<file path="src/oriented_rect_overlap_test_top_macros.svh">
// Assertion macros shared by the overlap test RTL.
// Needs clk and rst_n in the scope where a macro is used.
`ifndef ORIENTED_RECT_OVERLAP_TEST_TOP_MACROS_SVH
`define ORIENTED_RECT_OVERLAP_TEST_TOP_MACROS_SVH
`ifndef SYNTHESIS
`define ORT_ASSERT_HOLDS(label, cond, msg) \
    label: assert property (@(posedge clk) disable iff (!rst_n) (cond)) else $error(msg);
`define ORT_ASSERT_NEXT(label, ante, cons, msg) \
    label: assert property (@(posedge clk) disable iff (!rst_n) (ante) |=> (cons)) \
        else $error(msg);
`else
`define ORT_ASSERT_HOLDS(label, cond, msg)
`define ORT_ASSERT_NEXT(label, ante, cons, msg)
`endif
`endif

</file>
<file path="src/ort_queue.sv">
// Short job queue between front and back end.
// Depends on the macros header.
`timescale 1ns / 1ps
`include "oriented_rect_overlap_test_top_macros.svh"
module ort_queue #(
    parameter int W     = 8,
    parameter int DEPTH = 4
) (
    input  logic         clk,
    input  logic         rst_n,
    input  logic         in_valid,
    output logic         in_ready,
    input  logic [W-1:0] in_data,
    output logic         out_valid,
    input  logic         out_ready,
    output logic [W-1:0] out_data
);
    localparam int PW = $clog2(DEPTH);

    logic [W-1:0]  mem_reg [0:DEPTH-1];
    logic [PW-1:0] wr_reg, rd_reg;
    logic [PW:0]   cnt_reg;
    logic          push, pop;

    assign in_ready  = cnt_reg != (PW+1)'(DEPTH);
    assign out_valid = cnt_reg != '0;
    assign out_data  = mem_reg[rd_reg];
    assign push      = in_valid && in_ready;
    assign pop       = out_valid && out_ready;

    always_ff @(posedge clk)
    begin
        if (push)
            mem_reg[wr_reg] <= in_data;
    end

    always_ff @(posedge clk or negedge rst_n)
    begin
        if (!rst_n)
        begin
            wr_reg  <= '0;
            rd_reg  <= '0;
            cnt_reg <= '0;
        end
        else
        begin
            if (push)
                wr_reg <= (wr_reg == PW'(DEPTH - 1)) ? '0 : wr_reg + 1'b1;
            if (pop)
                rd_reg <= (rd_reg == PW'(DEPTH - 1)) ? '0 : rd_reg + 1'b1;
            if (push && !pop)
                cnt_reg <= cnt_reg + 1'b1;
            else if (pop && !push)
                cnt_reg <= cnt_reg - 1'b1;
        end
    end

    `ORT_ASSERT_HOLDS(a_cnt_bound, cnt_reg <= (PW+1)'(DEPTH), "queue count over depth")
    `ORT_ASSERT_NEXT(a_cnt_up, push && !pop, cnt_reg == $past(cnt_reg) + 1'b1, "count up")
    `ORT_ASSERT_NEXT(a_cnt_dn, pop && !push, cnt_reg == $past(cnt_reg) - 1'b1, "count down")
endmodule

</file>
<file path="config.mk">
export PLATFORM = sky130hd
export DESIGN_NAME = ort_queue
export DESIGN_NICKNAME = d
export VERILOG_FILES = /design/src/ort_queue.sv
export VERILOG_INCLUDE_DIRS = /design/src /design/src/src
export SDC_FILE = /design/constraint.sdc
export NUM_CORES = 1
export LEC_CHECK = 0
export ABC_AREA = 1
export BUFFER_PORTS_ARGS = -buffer_cell sky130_fd_sc_hd__buf_2
export CAP_MARGIN = 5
export CELL_PAD_IN_SITES_DETAIL_PLACEMENT = 1
export CELL_PAD_IN_SITES_GLOBAL_PLACEMENT = 1
export CORE_MARGIN = 3
export CORE_UTILIZATION = 30
export CTS_BUF_LIST = sky130_fd_sc_hd__clkbuf_4 sky130_fd_sc_hd__clkbuf_8 sky130_fd_sc_hd__clkbuf_16
export CTS_CLUSTER_DIAMETER = 200
export DETAILED_ROUTE_END_ITERATION = 8
export PLACE_DENSITY_LB_ADDON = 0.1
export SLEW_MARGIN = 20
export SYNTH_ARGS = -nofsm -noshare
export SYNTH_HDL_FRONTEND = slang
export SYNTH_SLANG_ARGS = --single-unit
</file>
<file path="constraint.sdc">
create_clock -name clk -period 1.5 [get_ports clk]
set_input_delay 0.3 -clock clk [delete_from_list [all_inputs] [get_ports clk]]
set_output_delay 0.3 -clock clk [all_outputs]
set_load 0.02 [all_outputs]
</file>
==> results.sh <==
export IMPL_outcome="complete, but fails checks"
export IMPL_violated_checks="setup timing"
export IMPL_largest_register_ffs=32
export IMPL_report_final_hold_viol_count=0
export IMPL_cts_made_buffers=5
export IMPL_yosysWarningCount=0
export IMPL_detailedRoute_firstPassIterationCount=4
export IMPL_globalRouteTotalUtil=0.126
export IMPL_design_portCount=22
export IMPL_drc=0
export IMPL_synth_cell_area_um2=1750
export IMPL_skew_ns=0.00323
export IMPL_maximum_number_of_pins_on_one_net_before_global_route_repair=20
export IMPL_cp_class="flip-flop to flip-flop"
export IMPL_via_count_of_the_first_global_routing_pass=1271
export IMPL_clockPowerShare=0.155
export IMPL_initial_core_util=0.315
export IMPL_fin_ws_ns=-0.121
export IMPL_start_kind="flip-flop"
export IMPL_ys_seq_elements=39
export IMPL_die_width_um=82.5
export IMPL_fillCellCount=623
export IMPL_r2r_setup_slack_ns=-0.12
export IMPL_layout_commonest_cell="sky130_fd_sc_hd__nand2_1"
export IMPL_final_design_area_no_fill_um2=2320
export IMPL_synth_avg_cell_area_um2=11.5
export IMPL_count_of_routing_violations_after_the_opening_detailed_route_iteration=47
export IMPL_dieHeight_um=82.5
export IMPL_remaining_antenna_violation_count_after_routing=0
export IMPL_report_final_setup_viol=12
export IMPL_worst_r2r_endpoint="cnt_reg[2]"
export IMPL_worst_hold_path_type="primary input to flip-flop"
export IMPL_dr_total_vias=1230
export IMPL_internal_power_w=0.00282
export IMPL_globalRoute_totalOverflow=0
export IMPL_static_leakage_power_nw=1.01
export IMPL_core_area_um2=5570
export IMPL_place_inst=254
export IMPL_cts_max_level=2
export IMPL_post_drt_wl_per_cell_um=13.8
export IMPL_antenna_found_initial=0
export IMPL_path_max_fanout=3
export IMPL_layout_worst_path_cycle_share=1.08
export IMPL_max_slew_violation_count=0
export IMPL_synth_lib_cells_used_distinct=16
export IMPL_p_sw_frac=0.384
export IMPL_area_growth_pct=32.1
export IMPL_timing_max_slew_rel_slack=0.878
export IMPL_layout_cells_most_common_list="35 x sky130_fd_sc_hd__nand2_1, 32 x sky130_fd_sc_hd__edfxtp_1, 23 x sky130_fd_sc_hd__inv_1, 21 x sky130_fd_sc_hd__buf_4, 19 x sky130_fd_sc_hd__buf_2"
export IMPL_placedInstanceArea_um2=2040
export IMPL_final_instance_count_excl_fill=277
export IMPL_switchingPower_w=0.00176
export IMPL_floorplan_rows=27
export IMPL_cts_tree="done"
export IMPL_hold_path_endpoint="mem_reg[2][3]"
export IMPL_overall_die_area_um2=6800
export IMPL_tritoncts_num_sinks=39
export IMPL_ir_worst_vdd_mv=0.842
export IMPL_setup_worst_path_end_class="flip-flop"
export IMPL_report_power_total_w=0.00458
export IMPL_seq_power_share=0.345
export IMPL_diodes=0
export IMPL_setup_repair_after_global_routing_missed_its_margin="true"
export IMPL_cts_root_buf="sky130_fd_sc_hd__clkbuf_8"
export IMPL_clock_pin_slew_on_the_worst_setup_and_hold_paths_ns=0.07
export IMPL_cap_violations=0
export IMPL_avgViaCountPerCell=4.44
export IMPL_gp_congestion=0.672
export IMPL_dp_hpwl_mm=2.63
export IMPL_post_route_min_period_ns=1.62
export IMPL_worstHoldStart="in_data[3]"
export IMPL_finalHoldWorstSlack_ns=0.226
export IMPL_cp_data_required_time_ns=1.68
export IMPL_power_per_cell_area_nw_per_um2=1980
export IMPL_netlist_instances=152
export IMPL_rr_startpoint="cnt_reg[2]"
export IMPL_total_of_buffers_placed_on_input_and_output_ports=21
export IMPL_syn_nets=171
export IMPL_drt_wl_total_mm=3.83
export IMPL_global_route_wire_length_before_repair_mm=6.20
export IMPL_timing_fmax_ghz=0.617
export IMPL_synth_seq_area_share=0.648
export IMPL_worstMarginPinSlew_ns=0.184
export IMPL_clk_path_buf_depth=2
export IMPL_fin_tns_setup_ns=-0.897
export IMPL_insertion_delay_ns=0.28
export IMPL_reg2regPathDepth=10
export IMPL_finalNetCount=223
export IMPL_layout_cell_share_with_drive_strength_beyond_1=0.376
export IMPL_hold_path_depth=1
export IMPL_cp_data_arrival_time_ns=1.80
export IMPL_comb_power_share=0.501
-- stage by stage --
step / utilization / setup WS (ns)
2_1_floorplan: - / -0.156
5_1_grt: 0.416 / -0.217
3_3_place_gp: 0.366 / -0.0956
4_1_cts: 0.396 / -0.118
6_report: 0.416 / -0.121
3_5_place_dp: 0.366 / -0.177
-- layout make-up --
class	count	area [um2]	area share
multi-input cells	78	519	0.224
clock buffers	7	83.8	0.0362
well taps	72	90.1	0.0389
clock inverters	1	5.00	0.00216
inverters	30	115	0.0497
flip-flops and latches	39	1140	0.490
repair buffers	50	368	0.159
-- power by group through the flow --
stage / clock network (W) / registers, W / logic (W)
2_1_floorplan: 0 / 0.00159 / 0.00133
3_3_place_gp: 0 / 0.00159 / 0.00186
3_5_place_dp: 0 / 0.00160 / 0.00191
4_1_cts: 0.000735 / 0.00158 / 0.00209
5_1_grt: 0.000786 / 0.00160 / 0.00257
6_report: 0.000708 / 0.00158 / 0.00229
-- cells in the mapped netlist (all sizes together) --
library cell | count | area (um2)
nor2 | 6 | 22.5
nand4 | 1 | 6.26
nand2 | 39 | 151
o211ai | 16 | 120
xnor2 | 1 | 8.76
fa | 1 | 20.0
buf | 5 | 56.3
edfxtp | 32 | 961
inv | 30 | 113
dfrtp | 7 | 175
o21ai | 1 | 5.00
ha | 6 | 75.1
nand3 | 7 | 40.0
-- metal layers --
metal  global-route usage  vias up  part of all wire
met5                    0        -                 0
met3               0.0358        2             0.030
met4               0.0399        0            0.0057
met2                0.220       17              0.54
met1                0.148      606              0.42
li1                     -      605                 -
-- how the worst max path moves through the flow --
stage | from | depth (start not counted) | slack [ns] | endpoint
detailed placement | cnt_reg[1] | 10 | -0.18 | cnt_reg[2]
global route | cnt_reg[2] | 11 | -0.22 | cnt_reg[2]
global placement | cnt_reg[2] | 10 | -0.1 | cnt_reg[2]
CTS | rd_reg[0] | 4 | -0.12 | out_data[1]
floorplan | cnt_reg[0] | 10 | -0.16 | cnt_reg[2]
finish | cnt_reg[2] | 10 | -0.12 | cnt_reg[2]
-- cell families after synthesis --
| group | count (synthesis) | synth area share |
|---|---|---|
| and+or+nand+nor | 53 | 0.126 |
| AOI/OAI and AO/OA | 17 | 0.0713 |
| adders and majority gates | 7 | 0.0542 |
| xor gates and xnor gates | 1 | 0.00499 |
| buffers and inverters | 35 | 0.0963 |
| DFF | 39 | 0.648 |
-- critical path, cell delays in order, from the launching register on --
cell,delay [ns]
sky130_fd_sc_hd__dfrtp_1,0.43
sky130_fd_sc_hd__inv_2,0.10
sky130_fd_sc_hd__nand3_4,0.08
sky130_fd_sc_hd__nand2_4,0.08
sky130_fd_sc_hd__ha_4,0.14
sky130_fd_sc_hd__inv_4,0.04
sky130_fd_sc_hd__fa_2,0.38
sky130_fd_sc_hd__inv_2,0.07
sky130_fd_sc_hd__nand2_2,0.06
sky130_fd_sc_hd__nand4_1,0.07
sky130_fd_sc_hd__nand2_1,0.06
-- what timing repair did --
item | in CTS | in global routing
gates resized for setup | 8 | 17
hold buffers | 1 | 0
buffers inserted | 7 | 7
cloned | 0 | 0
hold endpoints to repair | 7 | 0
endpoints found under the setup margin | 12 | 44
pin swaps | 7 | 18
No activity file was read; power rests on OpenSTA's default activity.
